## src/rtl/core/posit_multiplier_top_defines.svh

```systemverilog
// Assertion macros shared by the posit multiplier RTL.
`ifndef POSIT_MULTIPLIER_TOP_DEFINES_SVH
`define POSIT_MULTIPLIER_TOP_DEFINES_SVH

// Same-cycle implication, sampled on clk and disabled while rst_n is low.
`define PM_ASSERT_IMP(lbl, ante, cons, msg) \
  lbl: assert property (@(posedge clk) disable iff (!rst_n) (ante) |-> (cons)) \
    else $error(msg);

// Next-cycle implication, sampled on clk and disabled while rst_n is low.
`define PM_ASSERT_NXT(lbl, ante, cons, msg) \
  lbl: assert property (@(posedge clk) disable iff (!rst_n) (ante) |=> (cons)) \
    else $error(msg);

`endif

```

## src/rtl/core/pm_pkg.sv

```systemverilog
// Types, constants and register codes of the posit multiplier.
package pm_pkg;

  localparam int PM_W              = 32;
  localparam int SCALE_W           = 12;
  localparam int REG_W             = 7;
  localparam int MAX_WORD_BITS_DEF = 32;
  localparam int CFG_IDX_W         = 1;
  localparam int CFG_DATA_W        = 6;

  // Configuration register indexes.
  localparam logic [CFG_IDX_W-1:0] CFG_WORD_BITS = 1'd0;
  localparam logic [CFG_IDX_W-1:0] CFG_EXP_BITS  = 1'd1;

  localparam logic [5:0] WORD_BITS_RST = 6'd16;
  localparam logic [2:0] EXP_BITS_RST  = 3'd1;

  // Left aligned special posit patterns.
  localparam logic [PM_W-1:0] PM_INF  = 32'h8000_0000;
  localparam logic [PM_W-1:0] PM_ONE  = 32'h4000_0000;
  localparam logic [PM_W-1:0] PM_MONE = 32'hC000_0000;

  typedef struct packed {
    logic [5:0] n;
    logic [2:0] es;
  } pm_cfg_t;

  typedef struct packed {
    logic            hit;
    logic            invalid;
    logic [PM_W-1:0] r;
  } pm_special_t;

  typedef struct packed {
    logic signed [SCALE_W-1:0] scale;
    logic [PM_W-1:0]           frac;
  } pm_half_t;

  typedef struct packed {
    pm_cfg_t         cfg;
    pm_special_t     spec;
    logic            neg;
    logic [PM_W-1:0] ma;
    logic [PM_W-1:0] mb;
  } pm_dec_t;

  typedef struct packed {
    pm_cfg_t                   cfg;
    pm_special_t               spec;
    logic                      neg;
    logic signed [SCALE_W-1:0] sa;
    logic signed [SCALE_W-1:0] sb;
    logic [PM_W-1:0]           fa;
    logic [PM_W-1:0]           fb;
  } pm_unp_t;

  typedef struct packed {
    pm_cfg_t                   cfg;
    pm_special_t               spec;
    logic                      neg;
    logic signed [SCALE_W-1:0] raw1;
    logic [PM_W-1:0]           m;
  } pm_prod_t;

  typedef struct packed {
    pm_cfg_t                 cfg;
    pm_special_t             spec;
    logic                    neg;
    logic signed [REG_W-1:0] rreg;
    logic [3:0]              rexp;
    logic [PM_W-1:0]         rfrac;
  } pm_fmt_t;

endpackage

```

## src/rtl/core/pm_if.sv

```systemverilog
// Stream interfaces for operand beats and product beats.
interface pm_in_if;
  import pm_pkg::*;
  logic            valid;
  logic            ready;
  logic [PM_W-1:0] operand_a;
  logic [PM_W-1:0] operand_b;
  modport source (output valid, output operand_a, output operand_b, input ready);
  modport sink   (input valid, input operand_a, input operand_b, output ready);
endinterface

interface pm_out_if;
  import pm_pkg::*;
  logic            valid;
  logic            ready;
  logic [PM_W-1:0] product;
  logic            invalid;
  modport source (output valid, output product, output invalid, input ready);
  modport sink   (input valid, input product, input invalid, output ready);
endinterface

```

## src/rtl/core/pm_unpack.sv

```systemverilog
// Operand alignment, special case detection and posit field decode (two stages).
module pm_unpack #(
  parameter int MAX_WORD_BITS = pm_pkg::MAX_WORD_BITS_DEF
) (
  input  logic                 clk,
  input  logic                 rst_n,
  input  logic [5:0]           word_bits,
  input  logic [2:0]           exp_bits,
  input  logic                 in_valid,
  output logic                 in_ready,
  input  logic [31:0]          operand_a,
  input  logic [31:0]          operand_b,
  output logic                 out_valid,
  input  logic                 out_ready,
  output pm_pkg::pm_unp_t      out_data
);
  import pm_pkg::*;

  localparam int LIM = (MAX_WORD_BITS < PM_W) ? MAX_WORD_BITS : PM_W;

  // Splits a nonzero left aligned magnitude into scale and fraction.
  function automatic pm_half_t decode_mag(input logic [PM_W-1:0] u,
                                          input logic [5:0] n,
                                          input logic [2:0] es);
    logic [PM_W-1:0]           body;
    logic [PM_W-1:0]           x;
    logic                      first;
    logic [5:0]                lz;
    logic [5:0]                run;
    logic [5:0]                rs;
    logic [5:0]                sh;
    logic signed [REG_W-1:0]   rg;
    logic [PM_W-1:0]           w;
    logic [PM_W-1:0]           ex;
    logic signed [SCALE_W-1:0] scl;
    pm_half_t                  res;
    body  = u << 1;
    first = body[PM_W-1];
    x     = first ? ~body : body;
    lz    = 6'd32;
    for (int i = 0; i < PM_W; i++) begin
      if (x[i]) lz = 6'(PM_W - 1 - i);
    end
    run = (lz < n - 6'd1) ? lz : n - 6'd1;
    rg  = first ? ($signed({1'b0, run}) - 7'sd1) : -$signed({1'b0, run});
    rs  = (run + 6'd1 < n - 6'd1) ? run + 6'd1 : n - 6'd1;
    w   = u << (rs + 6'd1);
    ex  = w >> (6'd32 - {3'b000, es});
    sh  = 6'd1 + rs + {3'b000, es};
    scl = SCALE_W'(rg);
    res.scale = (scl <<< es) + $signed({{(SCALE_W-4){1'b0}}, ex[3:0]});
    res.frac  = u << sh;
    return res;
  endfunction

  // Stage one: effective format, alignment, special cases and magnitudes.
  pm_cfg_t         cfg;
  logic [PM_W-1:0] low;
  logic [PM_W-1:0] top;
  logic [PM_W-1:0] a;
  logic [PM_W-1:0] b;
  logic [5:0]      sh_l;
  pm_dec_t         s1_nxt;
  pm_dec_t         s1_r;
  logic            s1_v_r;
  logic            adv1;
  logic            adv2;

  always_comb begin
    if (word_bits < 6'd3) begin
      cfg.n = 6'd3;
    end else if (word_bits > 6'(LIM)) begin
      cfg.n = 6'(LIM);
    end else begin
      cfg.n = word_bits;
    end
    cfg.es = (exp_bits > 3'd4) ? 3'd4 : exp_bits;
    sh_l   = 6'd32 - cfg.n;
    low    = ~(32'hFFFF_FFFF << cfg.n);
    top    = 32'hFFFF_FFFF << sh_l;
    a      = (operand_a & low) << sh_l;
    b      = (operand_b & low) << sh_l;

    s1_nxt.cfg          = cfg;
    s1_nxt.spec.hit     = 1'b1;
    s1_nxt.spec.invalid = 1'b0;
    s1_nxt.spec.r       = '0;
    if (a == '0) begin
      s1_nxt.spec.invalid = (b == PM_INF);
    end else if (b == '0) begin
      s1_nxt.spec.invalid = (a == PM_INF);
    end else if (a == PM_ONE || a == PM_MONE) begin
      s1_nxt.spec.r = (a == PM_MONE) ? ((32'd0 - b) & top) : b;
    end else if (b == PM_ONE || b == PM_MONE) begin
      s1_nxt.spec.r = (b == PM_MONE) ? ((32'd0 - a) & top) : a;
    end else if (a == PM_INF || b == PM_INF) begin
      s1_nxt.spec.r = PM_INF;
    end else begin
      s1_nxt.spec.hit = 1'b0;
    end
    s1_nxt.neg = a[PM_W-1] ^ b[PM_W-1];
    s1_nxt.ma  = a[PM_W-1] ? ((32'd0 - a) & top) : a;
    s1_nxt.mb  = b[PM_W-1] ? ((32'd0 - b) & top) : b;
  end

  assign adv1     = !s1_v_r || adv2;
  assign in_ready = adv1;

  always_ff @(posedge clk) begin
    if (!rst_n) begin
      s1_v_r <= 1'b0;
    end else if (adv1) begin
      s1_v_r <= in_valid;
    end
  end

  always_ff @(posedge clk) begin
    if (adv1 && in_valid) begin
      s1_r <= s1_nxt;
    end
  end

  // Stage two: regime run length, exponent and fraction of both operands.
  pm_half_t ha;
  pm_half_t hb;
  pm_unp_t  s2_nxt;
  pm_unp_t  s2_r;
  logic     s2_v_r;

  always_comb begin
    ha          = decode_mag(s1_r.ma, s1_r.cfg.n, s1_r.cfg.es);
    hb          = decode_mag(s1_r.mb, s1_r.cfg.n, s1_r.cfg.es);
    s2_nxt.cfg  = s1_r.cfg;
    s2_nxt.spec = s1_r.spec;
    s2_nxt.neg  = s1_r.neg;
    s2_nxt.sa   = ha.scale;
    s2_nxt.sb   = hb.scale;
    s2_nxt.fa   = ha.frac;
    s2_nxt.fb   = hb.frac;
  end

  assign adv2 = !s2_v_r || out_ready;

  always_ff @(posedge clk) begin
    if (!rst_n) begin
      s2_v_r <= 1'b0;
    end else if (adv2) begin
      s2_v_r <= s1_v_r;
    end
  end

  always_ff @(posedge clk) begin
    if (adv2 && s1_v_r) begin
      s2_r <= s2_nxt;
    end
  end

  assign out_valid = s2_v_r;
  assign out_data  = s2_r;

`include "posit_multiplier_top_defines.svh"

  `PM_ASSERT_IMP(a_inv_is_special, s2_v_r && s2_r.spec.invalid, s2_r.spec.hit, "invalid without special case")
  `PM_ASSERT_NXT(a_s1_hold, s1_v_r && !adv2, s1_v_r && $stable(s1_r), "stage one lost a stalled beat")

endmodule

```

## src/rtl/core/pm_mul.sv

```systemverilog
// Hidden-bit fraction multiply and scale sum (one stage).
module pm_mul (
  input  logic            clk,
  input  logic            rst_n,
  input  logic            in_valid,
  output logic            in_ready,
  input  pm_pkg::pm_unp_t in_data,
  output logic            out_valid,
  input  logic            out_ready,
  output pm_pkg::pm_prod_t out_data
);
  import pm_pkg::*;

  logic [PM_W-1:0]   xa;
  logic [PM_W-1:0]   xb;
  logic [2*PM_W-1:0] prod;
  pm_prod_t          m_nxt;
  pm_prod_t          m_r;
  logic              m_v_r;
  logic              adv;

  // Multiply the fractions with their hidden bits and keep the top word.
  always_comb begin
    xa          = {1'b1, in_data.fa[PM_W-1:1]};
    xb          = {1'b1, in_data.fb[PM_W-1:1]};
    prod        = {{PM_W{1'b0}}, xa} * {{PM_W{1'b0}}, xb};
    m_nxt.cfg   = in_data.cfg;
    m_nxt.spec  = in_data.spec;
    m_nxt.neg   = in_data.neg;
    m_nxt.raw1  = in_data.sa + in_data.sb + 12'sd1;
    m_nxt.m     = prod[2*PM_W-1:PM_W];
  end

  assign adv      = !m_v_r || out_ready;
  assign in_ready = adv;

  always_ff @(posedge clk) begin
    if (!rst_n) begin
      m_v_r <= 1'b0;
    end else if (adv) begin
      m_v_r <= in_valid;
    end
  end

  always_ff @(posedge clk) begin
    if (adv && in_valid) begin
      m_r <= m_nxt;
    end
  end

  assign out_valid = m_v_r;
  assign out_data  = m_r;

endmodule

```

## src/rtl/core/pm_pack.sv

```systemverilog
// Normalization, scale clipping and posit encoding of the product (two stages).
module pm_pack (
  input  logic             clk,
  input  logic             rst_n,
  input  logic             in_valid,
  output logic             in_ready,
  input  pm_pkg::pm_prod_t in_data,
  output logic             out_valid,
  input  logic             out_ready,
  output logic [31:0]      out_product,
  output logic             out_invalid
);
  import pm_pkg::*;

  // Stage A: normalize, clip the scale and split it into regime and exponent.
  logic                      shift;
  logic signed [SCALE_W-1:0] raw;
  logic signed [SCALE_W-1:0] rmax;
  logic signed [SCALE_W-1:0] rmin;
  logic signed [SCALE_W-1:0] rf;
  logic                      clip;
  pm_fmt_t                   a_nxt;
  pm_fmt_t                   a_r;
  logic                      a_v_r;
  logic                      adv_a;
  logic                      adv_b;

  always_comb begin
    shift = ~in_data.m[PM_W-1];
    raw   = in_data.raw1 - $signed({{(SCALE_W-1){1'b0}}, shift});
    rmax  = $signed({{(SCALE_W-6){1'b0}}, in_data.cfg.n - 6'd2}) <<< in_data.cfg.es;
    rmin  = -rmax;
    clip  = (raw < rmin) || (raw >= rmax);
    if (raw < rmin) begin
      rf = rmin;
    end else if (raw > rmax) begin
      rf = rmax;
    end else begin
      rf = raw;
    end
    a_nxt.cfg   = in_data.cfg;
    a_nxt.spec  = in_data.spec;
    a_nxt.neg   = in_data.neg;
    a_nxt.rreg  = REG_W'(rf >>> in_data.cfg.es);
    a_nxt.rexp  = rf[3:0] & ~(4'hF << in_data.cfg.es);
    a_nxt.rfrac = clip ? '0 : (in_data.m << (shift ? 2'd2 : 2'd1));
  end

  assign adv_a    = !a_v_r || adv_b;
  assign in_ready = adv_a;

  always_ff @(posedge clk) begin
    if (!rst_n) begin
      a_v_r <= 1'b0;
    end else if (adv_a) begin
      a_v_r <= in_valid;
    end
  end

  always_ff @(posedge clk) begin
    if (adv_a && in_valid) begin
      a_r <= a_nxt;
    end
  end

  // Stage B: assemble regime, exponent and fraction, apply sign, right align.
  logic signed [REG_W-1:0] t1;
  logic signed [REG_W-1:0] t2;
  logic signed [REG_W-1:0] rs;
  logic [PM_W-1:0]         regbits;
  logic [PM_W-1:0]         expbits;
  logic [PM_W-1:0]         body;
  logic [PM_W-1:0]         bits;
  logic [PM_W-1:0]         top;
  logic [PM_W-1:0]         r;
  logic [PM_W-1:0]         prod_nxt;
  logic [PM_W-1:0]         prod_r;
  logic                    inv_r;
  logic                    b_v_r;

  always_comb begin
    t1 = 7'sd1 - a_r.rreg;
    t2 = a_r.rreg + 7'sd2;
    rs = (t1 > t2) ? t1 : t2;
    if (a_r.rreg < 0) begin
      regbits = 32'h8000_0000 >> 6'(-a_r.rreg);
    end else begin
      regbits = 32'hFFFF_FFFF << 6'(7'sd31 - a_r.rreg);
    end
    expbits = {28'd0, a_r.rexp} << (6'd32 - {3'b000, a_r.cfg.es});
    body    = expbits | (a_r.rfrac >> a_r.cfg.es);
    bits    = (regbits | (body >> 6'(rs))) >> 1;
    if (a_r.neg) begin
      bits = ~bits + 32'd1;
    end
    top      = 32'hFFFF_FFFF << (6'd32 - a_r.cfg.n);
    r        = a_r.spec.hit ? a_r.spec.r : (bits & top);
    prod_nxt = a_r.spec.invalid ? '0 : (r >> (6'd32 - a_r.cfg.n));
  end

  assign adv_b = !b_v_r || out_ready;

  always_ff @(posedge clk) begin
    if (!rst_n) begin
      b_v_r <= 1'b0;
    end else if (adv_b) begin
      b_v_r <= a_v_r;
    end
  end

  always_ff @(posedge clk) begin
    if (adv_b && a_v_r) begin
      prod_r <= prod_nxt;
      inv_r  <= a_r.spec.invalid;
    end
  end

  assign out_valid   = b_v_r;
  assign out_product = prod_r;
  assign out_invalid = inv_r;

`include "posit_multiplier_top_defines.svh"

  `PM_ASSERT_IMP(a_inv_zero, b_v_r && inv_r, prod_r == '0, "invalid beat with nonzero product")
  `PM_ASSERT_IMP(a_rexp_range, a_v_r && !a_r.spec.hit, (a_r.rexp >> a_r.cfg.es) == 4'd0, "exponent field overflows es")
  `PM_ASSERT_NXT(a_stage_a_hold, a_v_r && !adv_b, a_v_r && $stable(a_r), "stage A lost a stalled beat")

endmodule

```

## src/rtl/core/posit_multiplier_top.sv

```systemverilog
// Top level of the pipelined posit multiplier.
// Multiplies two posits of word_bits (3..32) bits and exponent_bits (0..4) exponent bits,
// one operand beat per clock while the product side does not stall. The five pipeline
// registers are: operand alignment and special case detection, regime and fraction decode,
// the 32x32 fraction multiply, normalization and scale clipping, and the re-encoded output
// register. Stalls on the product side back up stage by stage, so empty stages keep taking
// beats. Write the configuration registers only while the pipeline is empty.
module posit_multiplier_top #(
  parameter int MAX_WORD_BITS = pm_pkg::MAX_WORD_BITS_DEF
) (
  input  logic                           clk,
  input  logic                           rst_n,
  input  logic                           cfg_we,
  input  logic [pm_pkg::CFG_IDX_W-1:0]   cfg_index,
  input  logic [pm_pkg::CFG_DATA_W-1:0]  cfg_data,
  pm_in_if.sink                          in_beat,
  pm_out_if.source                       out_beat
);
  import pm_pkg::*;

  // Configuration registers.
  logic [5:0] word_bits_r;
  logic [2:0] exp_bits_r;

  always_ff @(posedge clk) begin
    if (!rst_n) begin
      word_bits_r <= WORD_BITS_RST;
      exp_bits_r  <= EXP_BITS_RST;
    end else if (cfg_we) begin
      case (cfg_index)
        CFG_WORD_BITS: word_bits_r <= cfg_data[5:0];
        CFG_EXP_BITS:  exp_bits_r  <= cfg_data[2:0];
        default:       ;
      endcase
    end
  end

  // Pipeline sections.
  logic     unp_valid;
  logic     unp_ready;
  pm_unp_t  unp_data;
  logic     mul_valid;
  logic     mul_ready;
  pm_prod_t mul_data;

  pm_unpack #(
    .MAX_WORD_BITS(MAX_WORD_BITS)
  ) u_unpack (
    .clk       (clk),
    .rst_n     (rst_n),
    .word_bits (word_bits_r),
    .exp_bits  (exp_bits_r),
    .in_valid  (in_beat.valid),
    .in_ready  (in_beat.ready),
    .operand_a (in_beat.operand_a),
    .operand_b (in_beat.operand_b),
    .out_valid (unp_valid),
    .out_ready (unp_ready),
    .out_data  (unp_data)
  );

  pm_mul u_mul (
    .clk       (clk),
    .rst_n     (rst_n),
    .in_valid  (unp_valid),
    .in_ready  (unp_ready),
    .in_data   (unp_data),
    .out_valid (mul_valid),
    .out_ready (mul_ready),
    .out_data  (mul_data)
  );

  pm_pack u_pack (
    .clk         (clk),
    .rst_n       (rst_n),
    .in_valid    (mul_valid),
    .in_ready    (mul_ready),
    .in_data     (mul_data),
    .out_valid   (out_beat.valid),
    .out_ready   (out_beat.ready),
    .out_product (out_beat.product),
    .out_invalid (out_beat.invalid)
  );

endmodule
```

## src/flat_wrapper.sv

```systemverilog
// flat-port wrapper written by rule: the top's interface ports become plain ports
module posit_multiplier_top_flat import pm_pkg::*;
#(
  parameter int MAX_WORD_BITS = pm_pkg::MAX_WORD_BITS_DEF
)
  (clk, rst_n, cfg_we, cfg_index, cfg_data, in_beat_valid, in_beat_operand_a, in_beat_operand_b, in_beat_ready, out_beat_valid, out_beat_product, out_beat_invalid, out_beat_ready);
  pm_in_if in_beat_i ();
  pm_out_if out_beat_i ();
  input  logic clk;
  input  logic rst_n;
  input  logic cfg_we;
  input  logic [pm_pkg::CFG_IDX_W-1:0] cfg_index;
  input  logic [pm_pkg::CFG_DATA_W-1:0] cfg_data;
  input wire logic [$bits(in_beat_i.valid)-1:0] in_beat_valid;
  input wire logic [$bits(in_beat_i.operand_a)-1:0] in_beat_operand_a;
  input wire logic [$bits(in_beat_i.operand_b)-1:0] in_beat_operand_b;
  output wire logic [$bits(in_beat_i.ready)-1:0] in_beat_ready;
  output wire logic [$bits(out_beat_i.valid)-1:0] out_beat_valid;
  output wire logic [$bits(out_beat_i.product)-1:0] out_beat_product;
  output wire logic [$bits(out_beat_i.invalid)-1:0] out_beat_invalid;
  input wire logic [$bits(out_beat_i.ready)-1:0] out_beat_ready;
  assign in_beat_i.valid = in_beat_valid;
  assign in_beat_i.operand_a = in_beat_operand_a;
  assign in_beat_i.operand_b = in_beat_operand_b;
  assign in_beat_ready = in_beat_i.ready;
  assign out_beat_valid = out_beat_i.valid;
  assign out_beat_product = out_beat_i.product;
  assign out_beat_invalid = out_beat_i.invalid;
  assign out_beat_i.ready = out_beat_ready;
  posit_multiplier_top #(.MAX_WORD_BITS(MAX_WORD_BITS)) u_core (.clk(clk), .rst_n(rst_n), .cfg_we(cfg_we), .cfg_index(cfg_index), .cfg_data(cfg_data), .in_beat(in_beat_i), .out_beat(out_beat_i));
endmodule
```

## config.mk

```make
export PLATFORM = sky130hd
export DESIGN_NAME = posit_multiplier_top_flat
export DESIGN_NICKNAME = d
export VERILOG_FILES = /design/src/rtl/core/pm_pkg.sv /design/src/rtl/core/pm_if.sv /design/src/rtl/core/pm_unpack.sv /design/src/rtl/core/pm_mul.sv /design/src/rtl/core/pm_pack.sv /design/src/rtl/core/posit_multiplier_top.sv /design/src/flat_wrapper.sv
export VERILOG_INCLUDE_DIRS = /design/src /design/src/rtl/core
export SDC_FILE = /design/constraint.sdc
export NUM_CORES = 2
export LEC_CHECK = 0
export BUFFER_PORTS_ARGS = -buffer_cell sky130_fd_sc_hd__buf_4
export CAP_MARGIN = 25
export CORE_AREA = 2 2 347 349
export DETAILED_ROUTE_END_ITERATION = 12
export DIE_AREA = 0 0 349 351
export MAX_ROUTING_LAYER = met4
export PLACE_DENSITY = 0.94
export SLEW_MARGIN = 20
export SYNTH_ARGS = -nofsm -noshare
export SYNTH_HDL_FRONTEND = slang
export SYNTH_HIERARCHICAL = 1
export SYNTH_SLANG_ARGS = --single-unit
export TNS_END_PERCENT = 10
```

## constraint.sdc

```tcl
create_clock -name clk -period 14.6 [get_ports clk]
set_input_delay 2.92 -clock clk [delete_from_list [all_inputs] [get_ports clk]]
set_output_delay 2.92 -clock clk [all_outputs]
set_load 0.01 [all_outputs]
```

==> impl_metrics.json <==
{
  "status": "finished, final reports clean",
  "grtUsageTotal_pct": 47.7,
  "drive_gt1_share_pct": 8.69,
  "drt_iter0_drc": 10800,
  "cp_slowest_cell": "edfxtp_1",
  "cts_buffer_depth": 3,
  "grt_pass1_wl_um": 431000,
  "dp_cells": 10100,
  "grt.busiest_layer": "met2",
  "synth_cells": 8836,
  "slew_headroom_pct": 20.1,
  "drtAntennaViolNets": 0,
  "finish.instance_area_um2": 82300,
  "worstPathRequired_ns": 14.98,
  "place.gp.congestion": 1.08,
  "firstDrtPassIters": 9,
  "final_cell_count_no_fill": 10200,
  "grt_remaining_overflow": 0,
  "fin_crit_sh_pct": 86.3,
  "vias_per_cell": 7.02,
  "critical_path_class": "reg -> reg",
  "post_cts_buffers": 0,
  "slew_viol_final": 0,
  "avgSynthCellArea_um2": 8.92,
  "cts_root_buffer": "clkbuf_16",
  "start_util_pct": 66.2,
  "fin_crit_ns": 12.60,
  "setup_viol": 0,
  "die-height_um": 351,
  "wire_per_inst_um": 28.1,
  "critPathArrivalTime_ns": 12.97,
  "worstSetupEndpointType": "register",
  "portBuffers": 110,
  "hold_viol": 0,
  "placed_area_um2": 80500,
  "clock_sinks": 459,
  "skew_ns": 0.0322,
  "grt_use_met2_pct": 69.3,
  "rows": 127,
  "syn-cell-area_um2": 78800,
  "r2r-start": "u_core/u_unpack/s1_r[62]$_DFFE_PP_",
  "met3_usage_pct": 13.2,
  "synth_nets": 10200,
  "final_nets": 9932,
  "yosysWarnings": 6,
  "rsz0062_at_grt": "no",
  "fmax_ghz": 0.0794,
  "cts_tree": "built",
  "numCtsBuffers": 52,
  "worstMarginPinSlew_ns": 1.19,
  "grt_pass1_vias": 71200,
  "grt_max_degree": 79,
  "wirelength_um": 286000,
  "drc_errors": 0,
  "coreArea_um2": 119000,
  "antenna_found_initial": 10,
  "start_kind": "register",
  "crit_fanout": 33,
  "startpoint": "u_core/u_unpack/s1_r[62]$_DFFE_PP_",
  "htreeDepth": 2,
  "maxCapViolCount": 0,
  "syn_to_final_growth_pct": 4.50,
  "vias": 71600,
  "clk_latency_ns": 0.66,
  "ctsResizeCount": 0,
  "die_area_um2": 122000,
  "hp-class": "reg -> reg",
  "tns_ns": 0,
  "critPathMostFrequentCell": "ha_1",
  "dp_hpwl_um": 214000,
  "nFillCells": 8726,
  "ctsHoldBuffers": 0,
  "die_x_um": 349,
  "cts.reportedPaths.clkPinSlew_ns": 0.06,
  "crit_path_max_incr_delay_ns": 0.88,
  "grt.met1_usage_pct": 59.4,
  "ioPinCount": 111,
  "min-delay-start": "u_core/u_unpack/out_data[125]$_DFFE_PP_"
}
==> layout make-up <==
| type | count | area, um^2 | area share [%] |
|---|---|---|---|
| inverter | 1128 | 4240 | 5.15 |
| clock buffer | 65 | 1400 | 1.70 |
| sequential | 459 | 13600 | 16.6 |
| multi-input combinational | 6668 | 58600 | 71.2 |
| tap | 1548 | 1940 | 2.35 |
| timing repair buffer | 279 | 2120 | 2.58 |
| clock inverter | 29 | 304 | 0.369 |
| antenna | 13 | 32.5 | 0.0395 |
==> path summary, 6_finish.rpt <==
path                                       endpoint  slack (ns)  cells after the start
max          u_core/u_unpack/out_data[82]$_DFFE_PP_        2.00                     41
min             u_core/u_mul/out_data[81]$_DFFE_PP_        0.40                      0
max reg2reg  u_core/u_unpack/out_data[82]$_DFFE_PP_        2.00                     41
min reg2reg     u_core/u_mul/out_data[81]$_DFFE_PP_        0.40                      0
==> critical path: cells and delay by family, from the launching register on <==
family                   cells  cell delay (ns)
AO/OA/AOI/OAI               14             3.09
flip-flops                   1             0.88
multiplexers                 4             1.20
XOR/XNOR                     2             0.41
adder cells (fa/ha/maj)      5             1.65
AND/OR/NAND/NOR             10             2.85
buffers and inverters        6             2.18
==> flip-flops by register name (all words and copies together) (netlist names) <==
register,count
u_core/exp_bits_r,3
u_core/u_pack/a_v_r,1
u_core/u_unpack/out_data,130
u_core/u_unpack/s1_r,108
u_core/u_pack/out_invalid,1
u_core/u_unpack/out_valid,1
u_core/u_pack/out_product,32
u_core/word_bits_r,6
u_core/u_pack/out_valid,1
u_core/u_unpack/s1_v_r,1
u_core/u_pack/a_r,86
u_core/u_mul/out_valid,1
u_core/u_mul/out_data,88
==> cells in the final DEF (no fill, tap or decap), drive strengths merged, types with 88 or more instances in the layout <==
| cell | n |
|---|---|
| fa | 900 |
| mux2 | 88 |
| xnor2 | 123 |
| a21oi | 396 |
| ha | 368 |
| mux4 | 143 |
| nand3 | 182 |
| nor2 | 619 |
| buf | 278 |
| mux2i | 443 |
| edfxtp | 445 |
| and2 | 517 |
| o21ai | 311 |
| nand2 | 939 |
| o22ai | 95 |
| nor3 | 152 |
| inv | 1119 |
==> stage by stage <==
stage / worst slack, ns / utilization [%] / hold slack (ns)
after CTS: 2.35 / 69.1 / 0.398
final: 2.00 / 69.2 / 0.397
after global placement: 2.36 / 67.6 / 0.400
after floorplan: 3.13 / - / 0.400
after detailed placement: 2.40 / 67.6 / 0.405
after global routing: 1.19 / 69.2 / 0.403
==> metal layers <==
layer | wire length [um] | up-vias | part of all wire, %
met5 | 0 | - | 0
li1 | - | 29900 | -
met1 | 101000 | 34300 | 35
met3 | 38500 | 1595 | 13
met2 | 124000 | 5792 | 43
met4 | 23600 | 0 | 8.2
Power is not shown: default switching activity piles up to over one toggle a cycle in this logic, so the estimate is an artifact.
